$ cat config.mk
export PLATFORM = sky130hd
export DESIGN_NAME = sky_wall_column_generator
export DESIGN_NICKNAME = d
export VERILOG_FILES = /design/src/design/swcg_pkg.sv /design/src/design/swcg_mul.sv /design/src/design/swcg_div.sv /design/src/design/sky_wall_column_generator.sv
export SDC_FILE = /design/constraint.sdc
export NUM_CORES = 2
export LEC_CHECK = 0
export BUFFER_PORTS_ARGS = -buffer_cell sky130_fd_sc_hd__buf_4
export CELL_PAD_IN_SITES_DETAIL_PLACEMENT = 0
export CELL_PAD_IN_SITES_GLOBAL_PLACEMENT = 1
export CORE_MARGIN = 2
export CORE_UTILIZATION = 50
export CTS_BUF_LIST = sky130_fd_sc_hd__clkbuf_8
export CTS_CLUSTER_SIZE = 25
export DETAILED_ROUTE_END_ITERATION = 16
export MAX_ROUTING_LAYER = met4
export PLACE_DENSITY = 0.9
export SLEW_MARGIN = 20
export SYNTH_ARGS = -nofsm -noshare
export SYNTH_HDL_FRONTEND = slang
export SYNTH_SLANG_ARGS = --single-unit
$ cat constraint.sdc
create_clock -name clock -period 10.5 [get_ports clock]
set_clock_uncertainty 0.1 [all_clocks]
set_input_delay 1.05 -clock clock [delete_from_list [all_inputs] [get_ports clock]]
set_output_delay 1.05 -clock clock [all_outputs]
set_load 0.02 [all_outputs]
$ cat src/design/swcg_pkg.sv
`timescale 1ns / 1ps
// Shared constants, register indexes and types of the sky wall column generator.
// No dependencies; swcg_div and the top level refer to it by scoped names.
package swcg_pkg;

   // screen geometry (rows)
   localparam int SCREEN_HEIGHT    = 240;
   localparam int HALF_VIEW_HEIGHT = 100;

   // width that holds any allowed SCREEN_HEIGHT (up to 2047)
   localparam int ROWS_W = 11;

   // configuration register indexes
   localparam logic [1:0] CSR_VIEW_HEIGHT    = 2'd0;
   localparam logic [1:0] CSR_SKY_U_OFFSET   = 2'd1;
   localparam logic [1:0] CSR_TEX_WIDTH_MASK = 2'd2;
   localparam logic [1:0] CSR_TEX_HEIGHT     = 2'd3;

   // input command codes
   localparam logic CMD_LOAD = 1'b0;
   localparam logic CMD_STEP = 1'b1;

   // divider width: dividend is a 32 bit magnitude, divisor the edge width
   localparam int DIV_N = 32;
   localparam int DIV_D = 16;

   typedef struct packed {
      logic busy;
      logic done;
   } div_status_type;

endpackage

$ cat src/design/swcg_mul.sv
`timescale 1ns / 1ps
// Shared 32x32 multiplier, low 32 bits of the product, registered output.
// Depends on nothing but the operands selected by the sequencer.
module swcg_mul (
   input  logic        clock,
   input  logic [31:0] mul_a,
   input  logic [31:0] mul_b,
   output logic [31:0] product_ff
);

   logic [31:0] product_in;

   assign product_in = mul_a * mul_b;

   always_ff @(posedge clock) begin
      product_ff <= product_in;
   end

endmodule

$ cat src/design/swcg_div.sv
`timescale 1ns / 1ps
// Restoring unsigned divider, one quotient bit per cycle.
// Uses swcg_pkg for widths and the status struct.
module swcg_div (
   input  logic                        clock,
   input  logic                        reset,
   input  logic                        start,
   input  logic [swcg_pkg::DIV_N-1:0]  dividend,
   input  logic [swcg_pkg::DIV_D-1:0]  divisor,
   output logic [swcg_pkg::DIV_N-1:0]  quotient,
   output swcg_pkg::div_status_type    status
);

   localparam int CNT_W = $clog2(swcg_pkg::DIV_N);

   logic                        busy_ff, busy_in;
   logic                        done_ff, done_in;
   logic [CNT_W-1:0]            count_ff, count_in;
   logic [swcg_pkg::DIV_N-1:0]  quo_ff, quo_in;
   logic [swcg_pkg::DIV_D-1:0]  rem_ff, rem_in;
   logic [swcg_pkg::DIV_D-1:0]  dsr_ff, dsr_in;
   logic [swcg_pkg::DIV_D:0]    trial;
   logic                        fits;

   assign trial = {rem_ff, quo_ff[swcg_pkg::DIV_N-1]};
   assign fits  = trial >= {1'b0, dsr_ff};

   always_comb begin
      busy_in  = busy_ff;
      done_in  = 1'b0;
      count_in = count_ff;
      quo_in   = quo_ff;
      rem_in   = rem_ff;
      dsr_in   = dsr_ff;
      if (start) begin
         busy_in  = 1'b1;
         count_in = '0;
         quo_in   = dividend;
         rem_in   = '0;
         dsr_in   = divisor;
      end else if (busy_ff) begin
         quo_in   = {quo_ff[swcg_pkg::DIV_N-2:0], fits};
         rem_in   = fits ? swcg_pkg::DIV_D'(trial - {1'b0, dsr_ff})
                         : trial[swcg_pkg::DIV_D-1:0];
         count_in = count_ff + 1'b1;
         if (count_ff == CNT_W'(swcg_pkg::DIV_N - 1)) begin
            busy_in = 1'b0;
            done_in = 1'b1;
         end
      end
   end

   always_ff @(posedge clock) begin
      if (reset) begin
         busy_ff  <= 1'b0;
         done_ff  <= 1'b0;
         count_ff <= '0;
      end else begin
         busy_ff  <= busy_in;
         done_ff  <= done_in;
         count_ff <= count_in;
      end
      quo_ff <= quo_in;
      rem_ff <= rem_in;
      dsr_ff <= dsr_in;
   end

   assign quotient = quo_ff;
   assign status   = {busy_ff, done_ff};

endmodule

$ cat src/design/sky_wall_column_generator.sv
`timescale 1ns / 1ps
// Sky wall column generator top level: edge set-up sequencer and column stepper.
// Depends on swcg_pkg, swcg_mul and swcg_div.
//
// Usage:
//  - req_* carries commands. tuser[0] is the command: load an edge or step one
//    column. A load fills the edge state; a step returns exactly one rsp transfer.
//  - A load is one transfer; req_tready then stays low during set-up: two products
//    on the shared 32x32 multiplier, a divider start, the restoring divide and a
//    finish for the y step, then one more product plus add to skip hidden columns.
//    An empty edge (stop x not above start x) finishes in the accept cycle.
//  - For steps, req_tready stays high and steps stream one per clock while rsp
//    is taken. The result sits in an output register, so the next step is accepted
//    in the same cycle the previous result is taken.
//  - When rsp_tready is low with a result pending, req_tready drops until the
//    result leaves; nothing is dropped or repeated.
//  - csr_* writes configuration in the same cycle. The user writes only while no
//    load is running; the block itself does not enforce it.
//  - reset (synchronous, active high) clears the edge state to an empty edge and
//    restores register defaults (width mask 255, texture height 128).
module sky_wall_column_generator (
   input  logic         clock,
   input  logic         reset,
   // input command channel
   input  logic         req_tvalid,
   output logic         req_tready,
   // tdata: edge_x_start[15:0], edge_x_stop[31:16], scale_start[63:32],
   //        scale_stop[95:64], wall_height[127:96], visible_first[143:128],
   //        visible_limit[159:144]
   input  logic [159:0] req_tdata,
   // tuser: command[0], upper_wall[1]
   input  logic [1:0]   req_tuser,
   // column result channel
   output logic         rsp_tvalid,
   input  logic         rsp_tready,
   // tdata: column_x[15:0], column_y[31:16], column_rows[47:32],
   //        tex_u[55:48], tex_v[63:56]
   output logic [63:0]  rsp_tdata,
   // tuser: column_drawn[0]
   output logic [0:0]   rsp_tuser,
   output logic         rsp_tlast,
   // configuration write port
   input  logic         csr_we,
   input  logic [1:0]   csr_index,
   input  logic [31:0]  csr_wdata
);

   typedef enum logic [2:0] {
      ST_IDLE,
      ST_MUL_P1,
      ST_MUL_P2,
      ST_DIV_START,
      ST_DIV_WAIT,
      ST_SKIP_MUL,
      ST_SKIP_ADD
   } state_type;

   localparam logic [31:0] Y_CENTER = 32'(swcg_pkg::HALF_VIEW_HEIGHT) << 16;
   localparam logic [swcg_pkg::ROWS_W-1:0] CLIP_MAX =
      swcg_pkg::ROWS_W'(swcg_pkg::SCREEN_HEIGHT);

   // configuration
   logic [31:0] view_height_ff, view_height_in;
   logic [7:0]  sky_u_offset_ff, sky_u_offset_in;
   logic [7:0]  tex_width_mask_ff, tex_width_mask_in;
   logic [8:0]  tex_height_ff, tex_height_in;

   // edge state
   state_type   state_ff, state_in;
   logic [15:0] cur_ff, cur_in;
   logic [15:0] end_ff, end_in;
   logic [31:0] y_accum_ff, y_accum_in;
   logic [31:0] y_inc_ff, y_inc_in;
   logic        upper_ff, upper_in;

   // set-up operands (payload)
   logic [31:0] iz_ff, iz_in;
   logic [31:0] s1_ff, s1_in;
   logic [31:0] s2_ff, s2_in;
   logic [31:0] p1_ff, p1_in;
   logic [15:0] dx_ff, dx_in;
   logic [16:0] skip_ff, skip_in;
   logic        skip_en_ff, skip_en_in;
   logic        neg_ff, neg_in;

   // result register
   logic        rsp_valid_ff, rsp_valid_in;
   logic [63:0] rsp_data_ff, rsp_data_in;
   logic        rsp_drawn_ff, rsp_drawn_in;
   logic        rsp_last_ff, rsp_last_in;

   // shared units
   logic [31:0] mul_a, mul_b, product;
   logic        div_start;
   logic [31:0] div_dividend, quotient;
   swcg_pkg::div_status_type div_status;

   // request fields
   logic [15:0] x1, x2, vf, vl;
   logic [31:0] s1, s2, z;
   logic        req_take, is_step;

   // load decode
   logic [16:0] dx17;
   logic        dx_pos;
   logic [31:0] z_diff;
   logic        vf_gt;
   logic [15:0] cur_start, end_tmp, end_fix;

   // column step
   logic        edge_done;
   logic [15:0] y;
   logic [16:0] y_p1;
   logic [15:0] rows_up;
   logic [swcg_pkg::ROWS_W-1:0] th_ext, end_y;
   logic [16:0] end_y17;
   logic        drawn_up, drawn_lo, drawn;
   logic [15:0] rows, ycol;
   logic [7:0]  u, v;
   logic        last;
   logic [31:0] dy, dy_mag;

   assign x1 = req_tdata[15:0];
   assign x2 = req_tdata[31:16];
   assign s1 = req_tdata[63:32];
   assign s2 = req_tdata[95:64];
   assign z  = req_tdata[127:96];
   assign vf = req_tdata[143:128];
   assign vl = req_tdata[159:144];

   // accept only when idle and the result slot is free or draining
   assign req_tready = (state_ff == ST_IDLE) && (!rsp_valid_ff || rsp_tready);
   assign req_take   = req_tvalid && req_tready;
   assign is_step    = req_tuser[0] == swcg_pkg::CMD_STEP;

   // edge decode
   assign dx17    = {x2[15], x2} - {x1[15], x1};
   assign dx_pos  = !dx17[16] && (dx17 != 17'd0);
   assign z_diff  = z - view_height_ff;
   assign vf_gt   = $signed(vf) > $signed(x1);
   assign cur_start = vf_gt ? vf : x1;
   assign end_tmp = ($signed(x2) < $signed(vl)) ? x2 : vl;
   assign end_fix = ($signed(cur_start) > $signed(end_tmp)) ? cur_start : end_tmp;

   // column evaluation from the current edge state
   assign edge_done = $signed(cur_ff) >= $signed(end_ff);
   assign y         = y_accum_ff[31:16];

   // upper wall: screen top down to y, clipped to texture height
   assign drawn_up = !y[15];
   assign y_p1     = {1'b0, y} + 17'd1;
   assign rows_up  = (y_p1 < {8'd0, tex_height_ff}) ? y_p1[15:0] : {7'd0, tex_height_ff};

   // lower wall: y down to min(texture height, screen height)
   assign th_ext   = swcg_pkg::ROWS_W'(tex_height_ff);
   assign end_y    = (th_ext < CLIP_MAX) ? th_ext : CLIP_MAX;
   assign end_y17  = 17'(end_y);
   assign drawn_lo = $signed({y[15], y}) < $signed(end_y17);

   assign drawn = upper_ff ? drawn_up : drawn_lo;

   always_comb begin
      rows = '0;
      ycol = '0;
      v    = '0;
      if (drawn) begin
         if (upper_ff) begin
            rows = rows_up;
         end else begin
            rows = 16'(end_y17 - {y[15], y});
            ycol = y;
            v    = y[7:0];
         end
      end
   end

   assign u    = drawn ? ((cur_ff[7:0] + sky_u_offset_ff) & tex_width_mask_ff) : 8'd0;
   assign last = $signed({cur_ff[15], cur_ff} + 17'd1) >= $signed({end_ff[15], end_ff});

   // y step numerator: p2 - p1, split into sign and magnitude for the divider
   assign dy           = product - p1_ff;
   assign dy_mag       = dy[31] ? (32'd0 - dy) : dy;
   assign div_start    = state_ff == ST_DIV_START;
   assign div_dividend = dy_mag;

   // multiplier operand select
   always_comb begin
      mul_a = iz_ff;
      mul_b = s1_ff;
      case (state_ff)
         ST_MUL_P2:   mul_b = s2_ff;
         ST_SKIP_MUL: begin
            mul_a = 32'(skip_ff);
            mul_b = y_inc_ff;
         end
         default:     mul_b = s1_ff;
      endcase
   end

   always_comb begin
      view_height_in    = view_height_ff;
      sky_u_offset_in   = sky_u_offset_ff;
      tex_width_mask_in = tex_width_mask_ff;
      tex_height_in     = tex_height_ff;
      state_in          = state_ff;
      cur_in            = cur_ff;
      end_in            = end_ff;
      y_accum_in        = y_accum_ff;
      y_inc_in          = y_inc_ff;
      upper_in          = upper_ff;
      iz_in             = iz_ff;
      s1_in             = s1_ff;
      s2_in             = s2_ff;
      p1_in             = p1_ff;
      dx_in             = dx_ff;
      skip_in           = skip_ff;
      skip_en_in        = skip_en_ff;
      neg_in            = neg_ff;
      rsp_valid_in      = rsp_valid_ff && !rsp_tready;
      rsp_data_in       = rsp_data_ff;
      rsp_drawn_in      = rsp_drawn_ff;
      rsp_last_in       = rsp_last_ff;

      if (csr_we) begin
         case (csr_index)
            swcg_pkg::CSR_VIEW_HEIGHT:    view_height_in    = csr_wdata;
            swcg_pkg::CSR_SKY_U_OFFSET:   sky_u_offset_in   = csr_wdata[7:0];
            swcg_pkg::CSR_TEX_WIDTH_MASK: tex_width_mask_in = csr_wdata[7:0];
            swcg_pkg::CSR_TEX_HEIGHT:     tex_height_in     = csr_wdata[8:0];
            default:                      tex_height_in     = tex_height_ff;
         endcase
      end

      case (state_ff)
         ST_IDLE: begin
            if (req_take && is_step) begin
               rsp_valid_in = 1'b1;
               if (edge_done) begin
                  rsp_data_in  = '0;
                  rsp_drawn_in = 1'b0;
                  rsp_last_in  = 1'b1;
               end else begin
                  rsp_data_in  = {v, u, rows, ycol, cur_ff};
                  rsp_drawn_in = drawn;
                  rsp_last_in  = last;
                  cur_in       = cur_ff + 16'd1;
                  y_accum_in   = y_accum_ff + y_inc_ff;
               end
            end else if (req_take) begin
               upper_in   = req_tuser[1];
               iz_in      = 32'd0 - {{16{z_diff[31]}}, z_diff[31:16]};
               s1_in      = s1;
               s2_in      = s2;
               dx_in      = dx17[15:0];
               skip_in    = {vf[15], vf} - {x1[15], x1};
               skip_en_in = vf_gt;
               if (dx_pos) begin
                  cur_in   = cur_start;
                  end_in   = end_fix;
                  state_in = ST_MUL_P1;
               end else begin
                  // empty edge: done at once
                  cur_in     = '0;
                  end_in     = '0;
                  y_accum_in = '0;
                  y_inc_in   = '0;
               end
            end
         end
         ST_MUL_P1:    state_in = ST_MUL_P2;
         ST_MUL_P2: begin
            p1_in    = product;
            state_in = ST_DIV_START;
         end
         ST_DIV_START: begin
            neg_in   = dy[31];
            state_in = ST_DIV_WAIT;
         end
         ST_DIV_WAIT: begin
            if (div_status.done) begin
               y_inc_in   = neg_ff ? (32'd0 - quotient) : quotient;
               y_accum_in = p1_ff + Y_CENTER;
               state_in   = skip_en_ff ? ST_SKIP_MUL : ST_IDLE;
            end
         end
         ST_SKIP_MUL:  state_in = ST_SKIP_ADD;
         ST_SKIP_ADD: begin
            // step past the hidden columns at the front of the edge
            y_accum_in = y_accum_ff + product;
            state_in   = ST_IDLE;
         end
         default:      state_in = ST_IDLE;
      endcase
   end

   always_ff @(posedge clock) begin
      if (reset) begin
         view_height_ff    <= '0;
         sky_u_offset_ff   <= '0;
         tex_width_mask_ff <= 8'hFF;
         tex_height_ff     <= 9'd128;
         state_ff          <= ST_IDLE;
         cur_ff            <= '0;
         end_ff            <= '0;
         y_accum_ff        <= '0;
         y_inc_ff          <= '0;
         upper_ff          <= 1'b0;
         rsp_valid_ff      <= 1'b0;
      end else begin
         view_height_ff    <= view_height_in;
         sky_u_offset_ff   <= sky_u_offset_in;
         tex_width_mask_ff <= tex_width_mask_in;
         tex_height_ff     <= tex_height_in;
         state_ff          <= state_in;
         cur_ff            <= cur_in;
         end_ff            <= end_in;
         y_accum_ff        <= y_accum_in;
         y_inc_ff          <= y_inc_in;
         upper_ff          <= upper_in;
         rsp_valid_ff      <= rsp_valid_in;
      end
      iz_ff        <= iz_in;
      s1_ff        <= s1_in;
      s2_ff        <= s2_in;
      p1_ff        <= p1_in;
      dx_ff        <= dx_in;
      skip_ff      <= skip_in;
      skip_en_ff   <= skip_en_in;
      neg_ff       <= neg_in;
      rsp_data_ff  <= rsp_data_in;
      rsp_drawn_ff <= rsp_drawn_in;
      rsp_last_ff  <= rsp_last_in;
   end

   swcg_mul u_mul (
      .clock      (clock),
      .mul_a      (mul_a),
      .mul_b      (mul_b),
      .product_ff (product)
   );

   swcg_div u_div (
      .clock    (clock),
      .reset    (reset),
      .start    (div_start),
      .dividend (div_dividend),
      .divisor  (dx_ff),
      .quotient (quotient),
      .status   (div_status)
   );

   assign rsp_tvalid   = rsp_valid_ff;
   assign rsp_tdata    = rsp_data_ff;
   assign rsp_tuser[0] = rsp_drawn_ff;
   assign rsp_tlast    = rsp_last_ff;

   // the column pointer never passes the edge end
   a_cur_le_end: assert property (@(posedge clock) disable iff (reset)
      $signed(cur_ff) <= $signed(end_ff))
      else $error("column pointer beyond edge end");

   // a column that is not drawn carries no height
   a_undrawn_empty: assert property (@(posedge clock) disable iff (reset)
      rsp_valid_ff && !rsp_drawn_ff |-> rsp_data_ff[47:16] == 32'd0)
      else $error("undrawn column with nonzero y or rows");

   // the divider is only waited on while it runs or has just finished
   a_div_wait: assert property (@(posedge clock) disable iff (reset)
      state_ff == ST_DIV_WAIT |-> div_status.busy || div_status.done)
      else $error("waiting on an idle divider");

   // no divide is started while one is in flight
   a_div_start: assert property (@(posedge clock) disable iff (reset)
      div_start |-> !div_status.busy)
      else $error("divider restarted while busy");

endmodule

Word level (Yosys, flattened, before mapping) --
Index checks and enable logic that the tools add are counted.
Storage, ports and cells: bits in read-only memories 0, RAM bits 0, register bits after elaboration 490, bits in latches 0, input bits 201, logic and storage cells 152, memories 0, output and inout bits 68
Cells by class: magnitude comparators 9, equal/unequal tests 19, add/sub/neg operators 17, reduce and logical (&&, ||, !) cells 31, multipliers 1, mux-type cells 40, divide/modulo/power cells 0, bitwise logic cells 4, shifts and indexed selects 0
Operators with widths (count):
- two-way mux 32 bit | 12
- two-way mux 16 bit | 11
- case mux 32 bit (2 select lines) | 2
- case mux 32 bit (3 select lines) | 1
- adder 32 bit | 2
- subtractor 1 x 32 -> 32 bit, first input constant | 2
- subtractor 32 bit | 2
- >= comparator 17 x 16 -> 1 bit | 2
- subtractor 16 x 16 -> 17 bit | 2
- adder 32 x 23 -> 32 bit, second input constant | 1
- greater-than comparator 16 bit | 2
- multiplier 32 x 32 -> 32 bit | 1
- case mux 3 bit (6 select lines) | 1
- adder 16 x 1 -> 17 bit, second input constant | 1
- adder 16 x 2 -> 17 bit, second input constant | 1
- < comparator 17 x 9 -> 1 bit | 1
- nonzero test 17 bit | 1
- subtractor 1 x 16 -> 17 bit, first input constant | 1
- adder 16 x 1 -> 16 bit, second input constant | 1
- >= comparator 16 bit | 1
- < comparator 16 x 10 -> 1 bit | 1
- < comparator 16 bit | 1
- subtractor 10 x 16 -> 16 bit | 1
- subtractor 16 bit | 1
- other kinds (31) | 69

Depth between registers and ports, before layout --
word-level depth 7, gate-level depth with buffers 36

Cells and area by module --
A second synthesis with hierarchy kept.
Unflattened totals: cells, all modules 5210, area total of the unflattened synthesis 47667.0 sq um
Modules (own cells, without submodules):
- sky_wall_column_generator | instances 1, seq. area each 9349.0 sq um, cells each 3139, area each 27579.0 sq um
- swcg_mul | instances 1, seq. area each 640.6 sq um, cells each 1770, area each 16434.5 sq um
- swcg_div | instances 1, seq. area each 1901.8 sq um, cells each 301, area each 3653.5 sq um

Least setup slack after synthesis --
OpenSTA, ideal clock, no wires.
path kind register to register, start point register state_ff[1], end point register u_mul.product_ff[31], data required time 10.274 ns, path buffers 6, path slack 1.111 ns, cell stages (with the launch flop) 34, data arrival time 9.163 ns, cells stage by stage dfxtp_1 > buf_2 > inv_1 > nor3_2 > clkbuf_1 > buf_1 > buf_2 > buf_1 > a21o_1 > clkbuf_1 > nand2_1 > fa_1 > inv_1 > fa_1 > fa_1 > inv_1 > fa_1 > inv_1 > fa_1 > inv_1 > fa_1 > inv_1 > fa_1 > fa_1 > ha_1 > a21o_1 > a21o_1 > a21oi_1 > nor2b_1 > a211o_1 > a21oi_1 > o21bai_1 > a311oi_1 > xnor2_1
On the way: cells in the longest elaborated chain, start to end 3
Ends and longest elaborated chain:
- start: declaration | line sky_wall_column_generator.sv:69 | state_type state_ff, state_in;
- start signal: assignment | line sky_wall_column_generator.sv:314 | state_ff <= state_in;
- equality test 3 bit / equality test 3 x 2 -> 1 bit (equally long branches) | line sky_wall_column_generator.sv:190 | case (state_ff)
- case mux 32 bit (2 select lines) / two-way mux 32 bit (equally long branches) | line sky_wall_column_generator.sv:190
- multiplier 32 x 32 -> 32 bit * | line swcg_mul.sv:13 | assign product_in = mul_a * mul_b;
- net u_mul.product_in[31] | line swcg_mul.sv:11 | logic [31:0] product_in;
- end signal: assignment | line swcg_mul.sv:16 | product_ff <= product_in;
- end: declaration | line swcg_mul.sv:8 | output logic [31:0] product_ff
Mark *: on every way through the listed nets, which the timed path passes. The rest lies on a longest branch. A chain may end at the register's enable or synchronous reset.

Final worst setup path --
Ends and elaborated chain as after synthesis.

==> results.sh <==
export IMPL_fin_crit_sh_pct=85.1
export IMPL_port_buffers=268
export IMPL_post_drt_via_cell_ratio=5.79
export IMPL_timing_rr_start="state_ff[1]$_SDFFE_PP0P_"
export IMPL_pre_cts_ws_ns=1.68
export IMPL_drt_iter0_markers=3232
export IMPL_core_area_um2=89700
export IMPL_cts_num_sinks=467
export IMPL_synthToLayoutAreaGrowth_pct=12.0
export IMPL_max_freq_mhz=112
export IMPL_crit_fanout=27
export IMPL_crit_end="u_mul.product_ff[31]$_DFF_P_"
export IMPL_io_pins=269
export IMPL_cts_resized_gates=0
export IMPL_synth_seq_cells=467
export IMPL_synth_top_cell_area_share_pct=16.9
export IMPL_syn_num_nets=5982
export IMPL_routedWlPerCell_um=21.5
export IMPL_gr_total_overflow=0
export IMPL_fin_cells=6492
export IMPL_required_ns=11.00
export IMPL_maxCapViolations=0
export IMPL_final_util_pct=56.3
export IMPL_root_buffer="clkbuf_8"
export IMPL_worst_r2r_path_depth=26
export IMPL_dr_pass1_iters=6
export IMPL_dp_cells=6327
export IMPL_grt_pass1_wl_um=215000
export IMPL_h_tree_depth=3
export IMPL_worstMarginPinSlew_ns=1.19
export IMPL_slew_headroom_pct=19.3
export IMPL_grt_use_total_pct=30.8
export IMPL_netlist_top_cells_area="fa_1 (17%), edfxtp_1 (17%), ha_1 (11%)"
export IMPL_hold_buffers=0
export IMPL_mostFrequentLayoutCells="inv_1 (599), nor2_1 (557), nand2_1 (470)"
export IMPL_core_rowCount=110
export IMPL_nNetsFinal=6211
export IMPL_antenna_found_initial=7
export IMPL_status="complete, no violations"
export IMPL_finalMaxSlewViolations=0
export IMPL_gp_congestion=0.976
export IMPL_rsz0062_at_grt="false"
export IMPL_synth_area_per_cell_um2=9.01
export IMPL_regToRegEndpoint="u_mul.product_ff[31]$_DFF_P_"
export IMPL_setup_ws_ns=1.57
export IMPL_die_h_um=304
export IMPL_dieArea_um2=92700
export IMPL_r2r_setup_slack_ns=1.57
export IMPL_hold_violations=0
export IMPL_cp_arrival_ns=9.44
export IMPL_tns_ns=0
export IMPL_cts_setup_buffers=0
export IMPL_insertion_delay_ns=0.75
export IMPL_grt_max_degree=83
export IMPL_numCtsBuffers=85
export IMPL_cts_tree="built"
export IMPL_crit_type="reg -> reg"
export IMPL_path_clk_slew_ns=0.06
export IMPL_fin_crit_ns=8.93
export IMPL_synth_flop_cell="edfxtp_1"
export IMPL_postRouteAntennaNets=0
export IMPL_crit_start="state_ff[1]$_SDFFE_PP0P_"
export IMPL_end_kind="flop"
export IMPL_num_vias=37587
export IMPL_synthCells=5009
export IMPL_final_common_cell="inv_1"
export IMPL_hold_class="reg -> reg"
export IMPL_synth_top_cell_by_area="fa_1"
export IMPL_async_reset_ff_share_pct=0
export IMPL_seq_area_frac_synth_pct=26.4
export IMPL_setup_viol=0
export IMPL_drive_gt1_share_pct=11.9
export IMPL_fp_dieW_um=304
export IMPL_drt_wl_total_um=140000
export IMPL_synthDistinctLibCells=101
export IMPL_cts_buffer_depth=3
export IMPL_start_util_pct=50.3
export IMPL_synth_edf_count=254
export IMPL_netlist_area_um2=45100
export IMPL_drc=0
export IMPL_place_hpwl_um=110000
export IMPL_synth_warnings=0
export IMPL_cp_start_kind="flop"
export IMPL_grt_pass1_vias=37118
==> sequential cells by signal, summed over array words and instances (netlist names), 17 cells and up <==
name / cells
rsp_tdata: 56
p1_ff: 32
s1_ff: 32
s2_ff: 32
u_div.quotient: 32
u_mul.product_ff: 32
view_height_ff: 32
y_accum_ff: 32
y_inc_ff: 32
iz_ff: 17
skip_ff: 17
==> cell type report <==
type	instances	area [µm²]
tap	1176	1470
sequential	467	11900
timing repair buffer	340	2570
fill	8101	39200
antenna	7	17.5
clock buffer	97	1340
multi-input combinational	3755	30300
inverter	589	2210
clock inverter	61	724
==> kinds of logic after synthesis <==
logic type | count (synthesis) | synth area share (%)
AOI/OAI and AO/OA | 1045 | 15.6
DFF | 467 | 26.4
xor gates and xnor gates | 308 | 5.98
adders and majority gates | 772 | 27.7
muxes | 76 | 1.72
buffers and inverters | 787 | 6.77
other | 1 | 0.00831
and+or+nand+nor | 1553 | 15.8
==> synthesized netlist by cell type, types with 17 or more instances <==
| library cell | n |
|---|---|
| or2_2 | 45 |
| dfxtp_1 | 213 |
| o22ai_1 | 17 |
| nand2b_1 | 69 |
| edfxtp_1 | 254 |
| o21bai_1 | 19 |
| o31ai_1 | 37 |
| ha_1 | 391 |
| nor3_1 | 60 |
| a21oi_1 | 299 |
| a22oi_1 | 42 |
| mux2i_1 | 65 |
| o21ai_0 | 145 |
| a211oi_1 | 68 |
| and2_1 | 53 |
| a21oi_2 | 29 |
| clkbuf_1 | 157 |
| nor2_1 | 559 |
| xor2_1 | 94 |
| nor2b_1 | 41 |
| a211oi_2 | 29 |
| o21a_1 | 61 |
| or3_1 | 26 |
| nand2_1 | 470 |
| nand3_1 | 64 |
| a21o_1 | 100 |
| fa_1 | 381 |
| nand4_1 | 47 |
| a31oi_1 | 37 |
| and3_1 | 42 |
| xnor2_1 | 214 |
| inv_1 | 587 |
==> per-stage QoR <==
stage / hold slack (ns) / instance area (µm²)
floorplan: 0.300 / 45100
detailed placement: 0.305 / 48400
global placement: 0.302 / 48400
CTS: 0.246 / 50500
global route: 0.280 / 50500
finish: 0.256 / 50500
==> per-layer routing <==
layer	track usage (%)	part of all wire (%)	vias up
li1	-	-	17539
met1	40.9	43	18215
met2	46.5	44	1551
met3	6.60	9.1	282
met4	10.7	3.8	0
met5	-	0	-
==> worst max-delay path, cell delays in order (launching register included) <==
cell,delay (ns)
dfxtp_1,0.52
inv_1,0.17
and3_1,0.42
buf_4,0.35
nand2_1,0.12
a21oi_1,0.06
a21oi_1,0.79
buf_4,0.32
nor2_1,0.08
fa_1,0.51
fa_1,0.45
fa_1,0.52
inv_1,0.06
fa_1,0.47
inv_1,0.05
fa_1,0.46
ha_1,0.31
fa_1,0.52
fa_1,0.43
ha_1,0.24
or3_1,0.39
o311a_1,0.35
a211o_1,0.33
a21oi_1,0.23
o21bai_1,0.13
a311oi_1,0.33
xnor2_1,0.11
==> worst min-delay path by stage <==
stage	cells past startpoint	endpoint	slack, ns	startpoint
2_1_floorplan	0	u_div.dsr_ff[0]$_DFFE_PP_	0.30	dx_ff[0]$_DFFE_PP_
3_3_place_gp	0	u_div.dsr_ff[15]$_DFFE_PP_	0.30	dx_ff[15]$_DFFE_PP_
3_5_place_dp	0	u_div.dsr_ff[1]$_DFFE_PP_	0.30	dx_ff[1]$_DFFE_PP_
4_1_cts	0	u_div.dsr_ff[6]$_DFFE_PP_	0.25	dx_ff[6]$_DFFE_PP_
5_1_grt	0	u_div.dsr_ff[6]$_DFFE_PP_	0.28	dx_ff[6]$_DFFE_PP_
6_report	0	u_div.dsr_ff[6]$_DFFE_PP_	0.26	dx_ff[6]$_DFFE_PP_
Power is not shown: default switching activity piles up to over one toggle a cycle in this logic, so the estimate is an artifact.
